<file path="src/hdl/spmf_pkg.sv">
// Shared codes, field widths and controller command bundle for the
// strict priority multi-level queue. No dependencies.
package spmf_pkg;

  localparam int unsigned KindW   = 2;
  localparam int unsigned LevelW  = 3;
  localparam int unsigned ItemW   = 16;
  localparam int unsigned StatusW = 2;

  typedef enum logic [KindW-1:0] {
    KIND_ENQ  = 2'd0,
    KIND_DEQ  = 2'd1,
    KIND_PEEK = 2'd2,
    KIND_NOP  = 2'd3
  } kind_e;

  typedef enum logic [StatusW-1:0] {
    ST_OK    = 2'd0,
    ST_FULL  = 2'd1,
    ST_EMPTY = 2'd2,
    ST_RSVD  = 2'd3
  } status_e;

  // controller to datapath
  typedef struct packed {
    logic capture;  // transaction accepted: run the queue operation
    logic load;     // read data is back: fill the output register
  } cmd_t;

endpackage

</file>
<file path="src/hdl/spmf_ram.sv">
// Generic single-write, single-read RAM with registered read data.
// No dependencies.
module spmf_ram #(
  parameter int unsigned WIDTH = 16,
  parameter int unsigned DEPTH = 80,
  localparam int unsigned AW   = (DEPTH > 1) ? $clog2(DEPTH) : 1
) (
  input  logic             clk_i,
  input  logic             we_i,
  input  logic [AW-1:0]    waddr_i,
  input  logic [WIDTH-1:0] wdata_i,
  input  logic             re_i,
  input  logic [AW-1:0]    raddr_i,
  output logic [WIDTH-1:0] rdata_o
);

  logic [WIDTH-1:0] mem_q [DEPTH];

  always_ff @(posedge clk_i) begin
    if (we_i) begin
      mem_q[waddr_i] <= wdata_i;
    end
    if (re_i) begin
      rdata_o <= mem_q[raddr_i];
    end
  end

endmodule

</file>
<file path="src/hdl/spmf_ctrl.sv">
// Controller state machine: handshakes on both channels and sequencing
// of the datapath. Depends on spmf_pkg.
module spmf_ctrl
  import spmf_pkg::*;
(
  input  logic clk_i,
  input  logic rst_ni,
  input  logic in_valid_i,
  output logic in_ready_o,
  output logic out_valid_o,
  input  logic out_ready_i,
  output cmd_t cmd_o
);

  localparam logic [1:0] ST_IDLE = 2'd0;
  localparam logic [1:0] ST_EXEC = 2'd1;
  localparam logic [1:0] ST_RESP = 2'd2;

  logic [1:0] state_q, state_d;

  assign in_ready_o    = (state_q == ST_IDLE);
  assign out_valid_o   = (state_q == ST_RESP);
  assign cmd_o.capture = in_valid_i && in_ready_o;
  assign cmd_o.load    = (state_q == ST_EXEC);

  always_comb begin
    state_d = state_q;
    unique case (state_q)
      ST_IDLE: begin
        if (in_valid_i) begin
          state_d = ST_EXEC;
        end
      end
      ST_EXEC: begin
        state_d = ST_RESP;
      end
      ST_RESP: begin
        if (out_ready_i) begin
          state_d = ST_IDLE;
        end
      end
      default: begin
        state_d = ST_IDLE;
      end
    endcase
  end

  always_ff @(posedge clk_i or negedge rst_ni) begin
    if (!rst_ni) begin
      state_q <= ST_IDLE;
    end else begin
      state_q <= state_d;
    end
  end

  a_capture_to_exec: assert property (@(posedge clk_i) disable iff (!rst_ni)
    cmd_o.capture |=> state_q == ST_EXEC)
    else $error("capture not followed by execute");

  a_exec_to_resp: assert property (@(posedge clk_i) disable iff (!rst_ni)
    cmd_o.load |=> out_valid_o && !in_ready_o)
    else $error("execute not followed by response");

endmodule

</file>
<file path="src/hdl/spmf_dp.sv">
// Datapath: per-level pointers and fill counts, priority encoder, entry RAM
// and the output register. Depends on spmf_pkg and spmf_ram.
module spmf_dp
  import spmf_pkg::*;
#(
  parameter int unsigned LEVELS          = 5,
  parameter int unsigned DEPTH_PER_LEVEL = 16
) (
  input  logic               clk_i,
  input  logic               rst_ni,
  input  cmd_t               cmd_i,
  input  logic [KindW-1:0]   kind_i,
  input  logic [LevelW-1:0]  level_i,
  input  logic [ItemW-1:0]   item_id_i,
  output logic [StatusW-1:0] status_o,
  output logic [ItemW-1:0]   out_item_o,
  output logic [LevelW-1:0]  out_level_o,
  output logic               level_empty_o,
  output logic               all_empty_o
);

  localparam int unsigned LW = $clog2(LEVELS);
  localparam int unsigned PW = $clog2(DEPTH_PER_LEVEL);
  localparam int unsigned CW = $clog2(DEPTH_PER_LEVEL + 1);
  localparam int unsigned NE = LEVELS * DEPTH_PER_LEVEL;
  localparam int unsigned AW = $clog2(NE);
  localparam int unsigned VW = 5;  // room to compare a level against LEVELS

  logic [LEVELS-1:0][CW-1:0] cnt_q;
  logic [LEVELS-1:0][PW-1:0] head_q;
  logic [LEVELS-1:0][PW-1:0] tail_q;

  logic             lvl_ok, full, lvl_empty, any_ne, hit, do_enq, do_deq;
  logic [LW-1:0]    lvl_idx, top;
  logic [PW-1:0]    tail_cur, head_cur;
  logic [AW-1:0]    waddr, raddr;
  logic [ItemW-1:0] rdata;
  status_e          status_d;

  logic             hit_q, lvl_empty_q;
  logic [LW-1:0]    top_q;
  status_e          status_q;

  function automatic logic [PW-1:0] wrap_next(logic [PW-1:0] p);
    return (p == PW'(DEPTH_PER_LEVEL - 1)) ? '0 : p + PW'(1);
  endfunction

  assign lvl_ok    = VW'(level_i) < VW'(LEVELS);
  assign lvl_idx   = LW'(level_i);
  assign full      = !lvl_ok || (cnt_q[lvl_idx] == CW'(DEPTH_PER_LEVEL));
  assign lvl_empty = !lvl_ok || (cnt_q[lvl_idx] == '0);

  // lowest-numbered non-empty level
  always_comb begin
    top    = '0;
    any_ne = 1'b0;
    for (int i = LEVELS - 1; i >= 0; i--) begin
      if (cnt_q[i] != '0) begin
        top    = LW'(i);
        any_ne = 1'b1;
      end
    end
  end

  assign hit    = any_ne && (kind_i == KIND_DEQ || kind_i == KIND_PEEK);
  assign do_enq = cmd_i.capture && (kind_i == KIND_ENQ) && !full;
  assign do_deq = cmd_i.capture && (kind_i == KIND_DEQ) && any_ne;

  always_comb begin
    unique case (kind_e'(kind_i))
      KIND_ENQ:  status_d = full ? ST_FULL : ST_OK;
      KIND_DEQ,
      KIND_PEEK: status_d = any_ne ? ST_OK : ST_EMPTY;
      default:   status_d = ST_OK;
    endcase
  end

  assign tail_cur = tail_q[lvl_idx];
  assign head_cur = head_q[top];
  assign waddr    = AW'(lvl_idx) * AW'(DEPTH_PER_LEVEL) + AW'(tail_cur);
  assign raddr    = AW'(top) * AW'(DEPTH_PER_LEVEL) + AW'(head_cur);

  spmf_ram #(
    .WIDTH(ItemW),
    .DEPTH(NE)
  ) u_ram (
    .clk_i  (clk_i),
    .we_i   (do_enq),
    .waddr_i(waddr),
    .wdata_i(item_id_i),
    .re_i   (cmd_i.capture && hit),
    .raddr_i(raddr),
    .rdata_o(rdata)
  );

  always_ff @(posedge clk_i or negedge rst_ni) begin
    if (!rst_ni) begin
      cnt_q  <= '0;
      head_q <= '0;
      tail_q <= '0;
    end else begin
      if (do_enq) begin
        cnt_q[lvl_idx]  <= cnt_q[lvl_idx] + CW'(1);
        tail_q[lvl_idx] <= wrap_next(tail_cur);
      end
      if (do_deq) begin
        cnt_q[top]  <= cnt_q[top] - CW'(1);
        head_q[top] <= wrap_next(head_cur);
      end
    end
  end

  // per-transaction state held for the output register
  always_ff @(posedge clk_i or negedge rst_ni) begin
    if (!rst_ni) begin
      hit_q <= 1'b0;
    end else if (cmd_i.capture) begin
      hit_q <= hit;
    end
  end

  always_ff @(posedge clk_i) begin
    if (cmd_i.capture) begin
      top_q       <= top;
      lvl_empty_q <= lvl_empty;
      status_q    <= status_d;
    end
  end

  always_ff @(posedge clk_i) begin
    if (cmd_i.load) begin
      status_o      <= status_q;
      out_item_o    <= hit_q ? rdata : '0;
      out_level_o   <= hit_q ? LevelW'(top_q) : '0;
      level_empty_o <= lvl_empty_q;
      all_empty_o   <= (cnt_q == '0);
    end
  end

  a_hit_is_ok: assert property (@(posedge clk_i) disable iff (!rst_ni)
    cmd_i.load && hit_q |-> status_q == ST_OK)
    else $error("item returned with a failing status");

  a_peek_keeps_counts: assert property (@(posedge clk_i) disable iff (!rst_ni)
    cmd_i.capture && kind_i == KIND_PEEK |=> $stable(cnt_q))
    else $error("peek changed a fill count");

  a_no_capture_on_load: assert property (@(posedge clk_i) disable iff (!rst_ni)
    cmd_i.load |-> !cmd_i.capture)
    else $error("new transaction taken while one executes");

endmodule

</file>
<file path="src/hdl/strict_priority_multi_fifo.sv">
// Strict priority multi-level queue: one FIFO per level, level 0 highest.
// Steps: capture of the input transaction, registered read of the shared entry
// RAM, then the result, held valid through any output stall; a new transaction is
// accepted only once the result has been taken.
// Reset clears all pointers and fill counts at once; no clearing pass.
// Depends on spmf_pkg, spmf_ctrl, spmf_dp and spmf_ram.
module strict_priority_multi_fifo
  import spmf_pkg::*;
#(
  parameter int unsigned LEVELS          = 5,
  parameter int unsigned DEPTH_PER_LEVEL = 16
) (
  input  logic               clk_i,
  input  logic               rst_ni,
  input  logic               in_valid_i,
  output logic               in_ready_o,
  input  logic [KindW-1:0]   kind_i,
  input  logic [LevelW-1:0]  level_i,
  input  logic [ItemW-1:0]   item_id_i,
  output logic               out_valid_o,
  input  logic               out_ready_i,
  output logic [StatusW-1:0] status_o,
  output logic [ItemW-1:0]   out_item_o,
  output logic [LevelW-1:0]  out_level_o,
  output logic               level_empty_o,
  output logic               all_empty_o
);

  cmd_t cmd;

  spmf_ctrl u_ctrl (
    .clk_i      (clk_i),
    .rst_ni     (rst_ni),
    .in_valid_i (in_valid_i),
    .in_ready_o (in_ready_o),
    .out_valid_o(out_valid_o),
    .out_ready_i(out_ready_i),
    .cmd_o      (cmd)
  );

  spmf_dp #(
    .LEVELS         (LEVELS),
    .DEPTH_PER_LEVEL(DEPTH_PER_LEVEL)
  ) u_dp (
    .clk_i        (clk_i),
    .rst_ni       (rst_ni),
    .cmd_i        (cmd),
    .kind_i       (kind_i),
    .level_i      (level_i),
    .item_id_i    (item_id_i),
    .status_o     (status_o),
    .out_item_o   (out_item_o),
    .out_level_o  (out_level_o),
    .level_empty_o(level_empty_o),
    .all_empty_o  (all_empty_o)
  );

endmodule

</file>
<file path="config.mk">
export PLATFORM = sky130hd
export DESIGN_NAME = strict_priority_multi_fifo
export DESIGN_NICKNAME = d
export VERILOG_FILES = /design/src/hdl/spmf_pkg.sv /design/src/hdl/spmf_ram.sv /design/src/hdl/spmf_ctrl.sv /design/src/hdl/spmf_dp.sv /design/src/hdl/strict_priority_multi_fifo.sv
export SDC_FILE = /design/constraint.sdc
export NUM_CORES = 2
export LEC_CHECK = 0
export BUFFER_PORTS_ARGS = -buffer_cell sky130_fd_sc_hd__buf_2
export CORE_ASPECT_RATIO = 1.1
export CORE_MARGIN = 10
export CORE_UTILIZATION = 59
export CTS_CLUSTER_SIZE = 20
export DETAILED_ROUTE_END_ITERATION = 8
export PLACE_DENSITY = 0.72
export SYNTH_ARGS = -nofsm -noshare
export SYNTH_HDL_FRONTEND = slang
export SYNTH_SLANG_ARGS = --single-unit
</file>
<file path="constraint.sdc">
create_clock -name clk_i -period 6.4 [get_ports clk_i]
set_clock_uncertainty 0.05 [all_clocks]
set_input_delay 0.96 -clock clk_i [delete_from_list [all_inputs] [get_ports clk_i]]
set_output_delay 0.96 -clock clk_i [all_outputs]
set_load 0.01 [all_outputs]
</file>
* Yosys cells after proc, flatten, opt, wreduce, memory -nomap -nowiden
Memory sizes are Yosys's and may differ from the RTL's. A register that Yosys moved wholly into a read port is not among the register bits.
Cells that the tools add are included.
** Cells by class
- $add $sub $neg :: 6
- Order comparisons :: 5
- Equal/unequal tests :: 9
- Multiplexer cells :: 42
- Reductions and logical operators :: 25
** Operators with widths (number)
- bitwise mux 25 bit :: 2
- two-way mux 25 bit :: 2
- bitwise mux 20 bit :: 2
- binary-select mux 5 bit (select 3 bit) :: 2
- demux 5 bit (select 3 bit) :: 2
- zero test 25 bit :: 1
- nonzero test 5 bit :: 5
- binary-select mux 4 bit (select 3 bit) :: 2
- demux 4 bit (select 3 bit) :: 2
- two-way mux 4 bit :: 6
- two-way mux 5 bit :: 4
- two-way mux 3 bit :: 5
- adder 7 x 4 -> 7 bit :: 2
- logical AND 1 bit :: 9
- adder 4 x 1 -> 4 bit (second input constant) :: 2
- equality test 4 bit (second input constant) :: 2
- less-than comparator 3 x 4 -> 1 bit (second input constant) :: 2
- two-way mux 1 bit :: 8
- greater-or-equal comparator 3 x 1 -> 1 bit (second input constant) :: 2
- two-way mux 2 bit :: 3
- case mux 2 bit (3 select lines) :: 1
- adder 5 x 1 -> 5 bit (second input constant) :: 1
- equality test 5 bit (second input constant) :: 1
- zero test 5 bit :: 1
- other kinds (12) :: 18
** Word-level totals
- Register bits after elaboration :: 97
- Bits in writable memories :: 1280
- Output and inout port bits :: 25
- Logic and storage cells :: 113
- Memories kept :: 1
** Memories
- u_dp.u_ram.mem_q :: words 80, width 16, read ports 1, clocked after Yosys merged registers in 1, wr ports 1, RTL line spmf_ram.sv:17 : logic [WIDTH-1:0] mem_q [DEPTH];

* Longest topological paths before layout
- Depth in word-level cells :: 12
- Depth in mapped cells :: 16

* Modules after synthesis
A second synthesis with hierarchy kept.
** Unflattened totals
- Cell total of the unflattened synthesis :: 2842
- Area total of the unflattened synthesis :: 55054.1 µm²
** By module, submodules not included
- spmf_ram :: instances 1, cells each 2392, area an instance 49998.0 µm², seq. area each 38917.3 µm²
- spmf_dp :: instances 1, cells each 441, area an instance 4966.0 µm², seq. area each 2522.4 µm²
- spmf_ctrl :: instances 1, cells each 9, area an instance 90.1 µm², seq. area each 50.0 µm²

* Least setup slack after synthesis
Ideal clock, no wire load.
- Path kind :: input-to-reg
- From :: input port level_i[0]
- To :: memory u_dp.u_ram.mem_q[66][0] (enable)
- Library setup time :: 389 ps
- Arrival time :: 3945 ps
- Data required time :: 5961 ps
- Setup slack :: 2017 ps
- Cell stages on the path :: 12
- Path buffers :: 3
- Cell sequence :: clkbuf_1 nor3_1 a22oi_1 ha_1 nand3_1 o22a_1 and3_1 clkbuf_1 nor2b_1 clkbuf_1 nand2_1 nor2_1
** Between the ends
- Word-level cells in the longest chain between the ends :: 8
- Elaborated cells on any way between the ends :: 13
- Classes of those cells :: 1 x add/sub; 1 x order compare; 1 x eq/ne; 6 x mux; 4 x reduce/logical
** Ends and longest elaborated chain
- start: declaration :: RTL line strict_priority_multi_fifo.sv:18 : input logic [LevelW-1:0] level_i,
- binary-select mux 5 bit (select 3 bit) :: RTL line spmf_dp.sv:50 : assign full = !lvl_ok || (cnt_q[lvl_idx] == CW'(DEPTH_PER_LEVEL));
- two-way mux 5 bit (implied by the code) :: RTL line spmf_dp.sv:50
- equality test 5 bit :: RTL line spmf_dp.sv:50
- logical OR 1 bit :: RTL line spmf_dp.sv:50
- zero test 1 bit :: RTL line spmf_dp.sv:66 : assign do_enq = cmd_i.capture && (kind_i == KIND_ENQ) && !full;
- logical AND 1 bit :: RTL line spmf_dp.sv:66
- two-way mux 1 bit :: RTL line spmf_ram.sv:20 : if (we_i) begin
- two-way mux 1 bit (implied by the code) :: RTL line spmf_ram.sv:21 : mem_q[waddr_i] <= wdata_i;
- end: declaration :: RTL line spmf_ram.sv:17
Parallel ways exist; a longest one is shown, timed or not. The select of a mux whose other input is x is not followed.

* Worst setup path in the final report
- From :: register u_dp.cnt_q[16] (netlist name)
- To :: register u_dp.u_ram.rdata_o[15], read port of u_dp.u_ram.mem_q (data pin)
** Between the ends
- Word-level cells in the longest chain between the ends :: 8
- Elaborated cells on any way between the ends :: 14
- Classes of those cells :: 1 x add/sub; 10 x mux; 3 x reduce/logical
** Ends and longest elaborated chain
- start: declaration :: RTL line spmf_dp.sv:29 : logic [LEVELS-1:0][CW-1:0] cnt_q;
- start signal: indexed assignment :: RTL line spmf_dp.sv:103 : cnt_q[lvl_idx] <= cnt_q[lvl_idx] + CW'(1);
- start signal: indexed assignment :: RTL line spmf_dp.sv:107 : cnt_q[top] <= cnt_q[top] - CW'(1);
- nonzero test 5 bit * :: RTL line spmf_dp.sv:58 : if (cnt_q[i] != '0) begin
- two-way mux 3 bit (4 in a row) :: RTL line spmf_dp.sv:58
- binary-select mux 4 bit (select 3 bit) :: RTL line spmf_dp.sv:79 : assign head_cur = head_q[top];
- two-way mux 4 bit (implied by the code) :: RTL line spmf_dp.sv:79
- adder 7 x 4 -> 7 bit :: RTL line spmf_dp.sv:81 : assign raddr = AW'(top) * AW'(DEPTH_PER_LEVEL) + AW'(head_cur);
- end: declaration :: RTL line spmf_ram.sv:14 : output logic [WIDTH-1:0] rdata_o
Mark *: on every way between the ends. The rest lies on a longest branch, timed or not. The select of a mux whose other input is x is not followed.
A chain may end at the register's enable or synchronous reset.

==> impl_metrics.yaml <==
floorplan:
  die_height_um: 344.3
  core_mm2: 0.09449
  die_w_um: 314.8
  io_pins: 50
  placementRows: 118
  initial_core_util_pct: 59.68
  die_area_mm2: 0.1084
global_routing:
  grt_use_total_pct: 30.00
  overflow: 0
  grt_pass1_vias: 34690
  grt_pass1_wl_um: 237400
  antenna_found_initial: 11
  grt_max_degree: 125
logic_synthesis:
  ys_ff_latch: 1393
  yosys.area_share.simple_pct: 11.47
  synth_compound_area_share_pct: 9.864
  synthAdderAreaFrac_pct: 0.1775
  synthMuxAreaShare_pct: 2.472
  yosys_warnings: 0
  synth-async-reset-ratio_pct: 4.882
  synth_area_mm2: 0.05639
  synth_xor_area_share_pct: 0.1242
  synth_top_family_by_area: "simple AND/OR/NAND/NOR gates"
  syn_inst: 4018
  syn_nets: 4051
  synth_edf_count: 1325
  synth_flop_cell: "edfxtp_1"
  syn_area_per_cell_um2: 14.04
  ys_types: 81
  yosysSeqAreaShare_pct: 73.57
power_and_ir_drop:
  combinationalPowerShare_pct: 37.8
  switching_share_pct: 39.62
  internal_power_uw: 17560
  sequentialPowerShare_pct: 36.2
  ir_drop_uv: 383.5
  power_density_mw_per_mm2: 464.1
  switchingPower_uw: 11520
  clockPowerShare_pct: 26.0
  leakagePower_uw: 0.02157
setup_path:
  reg2reg_to: "u_dp.u_ram.rdata_o[15]$_DFFE_PP_"
  slowest_stage: "buf_4"
  max_stage_delay_ns: 0.65
  critical_path.startpoint_type: "register"
  cp.arrival_ns: 6.13
  worstPathMaxFanout: 63
  cpLargestDelayFamily: "simple AND/OR/NAND/NOR gates"
  crit_type: "register to register"
  rr_startpoint: "u_dp.cnt_q[16]$_DFF_PN0_"
  crit_buf_inv: 2
  ff2ff_path_depth: 12
  path_cells: "nor4_1 -> nand4_1 -> or4_1 -> o311a_4 -> nand2_8 -> buf_4 -> buf_4 -> nand2_1 -> a21oi_1 -> nor3_1 -> a32oi_1 -> or3b_1"
  crit_required_ns: 6.86
  ff2ff_setup_slack_ns: 0.73
  cp-end-kind: "register"
  crit_top_cell: "buf_4"
clock_tree:
  clkSinkCount: 1393
  postCtsSetupRepairBufs: 0
  clk_pin_slew_worst_paths_ns: 0.06
  clock_latency_ns: 0.76
  cts-buffers-inserted: 136
  cts-resized-gates: 0
  cts_root_buf: "clkbuf_16"
  cts_tree: "done"
  hold_buffers: 0
  cts_buffer_depth: 3
  ctsHtreeMaxLevel: 4
cells_and_area:
  stdcell_area_mm2: 0.06267
  final_nets: 4148
  fillers: 6603
  area_growth_pct: 11.13
  layout-drive-gt1-share_pct: 11.68
  fin_cells: 5487
  final_common_cell: "edfxtp_1"
  mostFrequentLayoutCells: "edfxtp_1, nand2_1, a211oi_1"
detailed_routing:
  vias: 36860
  drt_iter0_markers: 5640
  avgRoutedWirePerCell_um: 30.01
  drc: 0
  wirelength_um: 164700
  via_per_inst: 6.718
  antenna_left: 0
  drtPass1Iterations: 6
placed_design:
  place_inst: 5237
  dp_hpwl_um: 98280
  place_congestion: 0.9457
  placed_area_mm2: 0.05853
  numPortBuffers: 49
sta:
  rsz0062_at_grt: "false"
  drv_slew: 0
  worst_slew_pin_slew_ns: 1.368
  period_needed_ns: 5.667
  min_period_over_period_pct: 88.54
  relSlewSlack_pct: 8.825
  setup_viol: 0
  setup_tns_ns: 0
  timing.fmax_ghz: 0.1765
  finalHoldViolations: 0
flow_run:
  drv_cap: 0
worst_hold_path:
  holdCritPathClass: "input pin to async pin"
status:
  status: "finished, final reports clean"
==> worst max path at each step <==
stage | startpoint | endpoint | cells after the start
6_report | u_dp.cnt_q[16]$_DFF_PN0_ | u_dp.u_ram.rdata_o[15]$_DFFE_PP_ | 12
5_1_grt | u_dp.cnt_q[10]$_DFF_PN0_ | u_dp.u_ram.rdata_o[15]$_DFFE_PP_ | 12
3_3_place_gp | u_dp.cnt_q[11]$_DFF_PN0_ | u_dp.u_ram.rdata_o[15]$_DFFE_PP_ | 12
3_5_place_dp | u_dp.cnt_q[10]$_DFF_PN0_ | u_dp.u_ram.rdata_o[15]$_DFFE_PP_ | 12
4_1_cts | u_dp.cnt_q[10]$_DFF_PN0_ | u_dp.u_ram.rdata_o[15]$_DFFE_PP_ | 12
2_1_floorplan | level_i[0] | u_dp.u_ram.mem_q[66][0]$_DFFE_PP_ | 12
==> flip-flops by register name, indices dropped and copies added (netlist names), 2 cells and up <==
name,count
u_dp.tail_q,20
u_dp.u_ram.rdata_o,16
u_dp.status_q,2
u_dp.top_q,3
u_dp.u_ram.mem_q,1280
u_ctrl.state_q,2
u_dp.out_item_o,16
u_dp.cnt_q,25
u_dp.out_level_o,3
u_dp.status_o,2
u_dp.head_q,20
==> metal layers <==
metal  vias up  wire [um]  global-route usage, %
met3       436      19880                  7.231
met5         -         60                      0
li1      15720          -                      -
met1     18270      59670                  39.62
met4         8       9229                  16.32
met2      2426      75810                  45.93
==> power groups by stage <==
stage | clock, uW | sequential [uW] | combinational (uW)
after floorplan | 0 | 10600 | 6960
after global placement | 0 | 10700 | 10600
after detailed placement | 0 | 10700 | 10700
after CTS | 7580 | 10500 | 10800
after global routing | 7970 | 10500 | 11600
final | 7560 | 10500 | 11000
==> worst reg2reg max path, stage by stage, from the launching register on <==
cell and delay (ns):
dfrtp_1 0.45, nor4_1 0.48, nand4_1 0.37, or4_1 0.60, o311a_4 0.27, nand2_8 0.38, buf_4 0.66, buf_4 0.48
nand2_1 0.36, a21oi_1 0.27, nor3_1 0.07, a32oi_1 0.56, or3b_1 0.41
==> cells by family (layout without fill, tap and decap cells) <==
group	count (synthesis)	after routing
AO/OA/AOI/OAI	787	787
multiplexers	129	129
other	0	5
flip-flops	1393	1393
buffers and inverters	281	485
adder cells (fa/ha/maj)	8	8
AND/OR/NAND/NOR	1412	1412
XOR/XNOR	8	8
==> synth_stat cells (37+ instances only) <==
master | n | share of area (%)
a311oi_1 | 56 | 0.87
edfxtp_1 | 1325 | 71
dfrtp_1 | 68 | 3.0
nor2_1 | 131 | 0.87
and3_1 | 197 | 2.2
o22ai_1 | 37 | 0.41
a31oi_1 | 145 | 1.6
nand3_1 | 174 | 1.5
a211oi_1 | 207 | 2.8
a21oi_1 | 113 | 1.0
clkbuf_1 | 107 | 0.71
o21ai_0 | 67 | 0.59
buf_2 | 108 | 0.96
mux2i_1 | 92 | 1.6
nand2_1 | 765 | 5.1
==> final cells by class <==
| cell class | instances | area, um^2 | share of cell area (%) |
|---|---|---|---|
| clock inverter | 75 | 569.3 | 0.9084 |
| sequential | 1393 | 41490 | 66.20 |
| multi-input combinational | 2344 | 13670 | 21.81 |
| tap | 1260 | 1577 | 2.516 |
| clock buffer | 170 | 3562 | 5.684 |
| inverter | 14 | 66.31 | 0.1058 |
| antenna | 5 | 12.51 | 0.01996 |
| timing repair buffer | 226 | 1727 | 2.755 |
==> metrics by stage <==
| step | utilization (%) | worst slack, ns | hold WS, ns | total power [uW] |
|---|---|---|---|---|
| after detailed placement | 61.94 | 0.8106 | 0.3566 | 21410 |
| after CTS | 66.31 | 0.8013 | 0.2878 | 28860 |
| after global placement | 61.94 | 0.8970 | 0.3532 | 21260 |
| after floorplan | - | 2.017 | 0.3503 | 17550 |
| after global routing | 66.31 | 0.4800 | 0.3284 | 30100 |
| final | 66.33 | 0.7333 | 0.2422 | 29090 |
No activity file was read; power rests on OpenSTA's default activity.
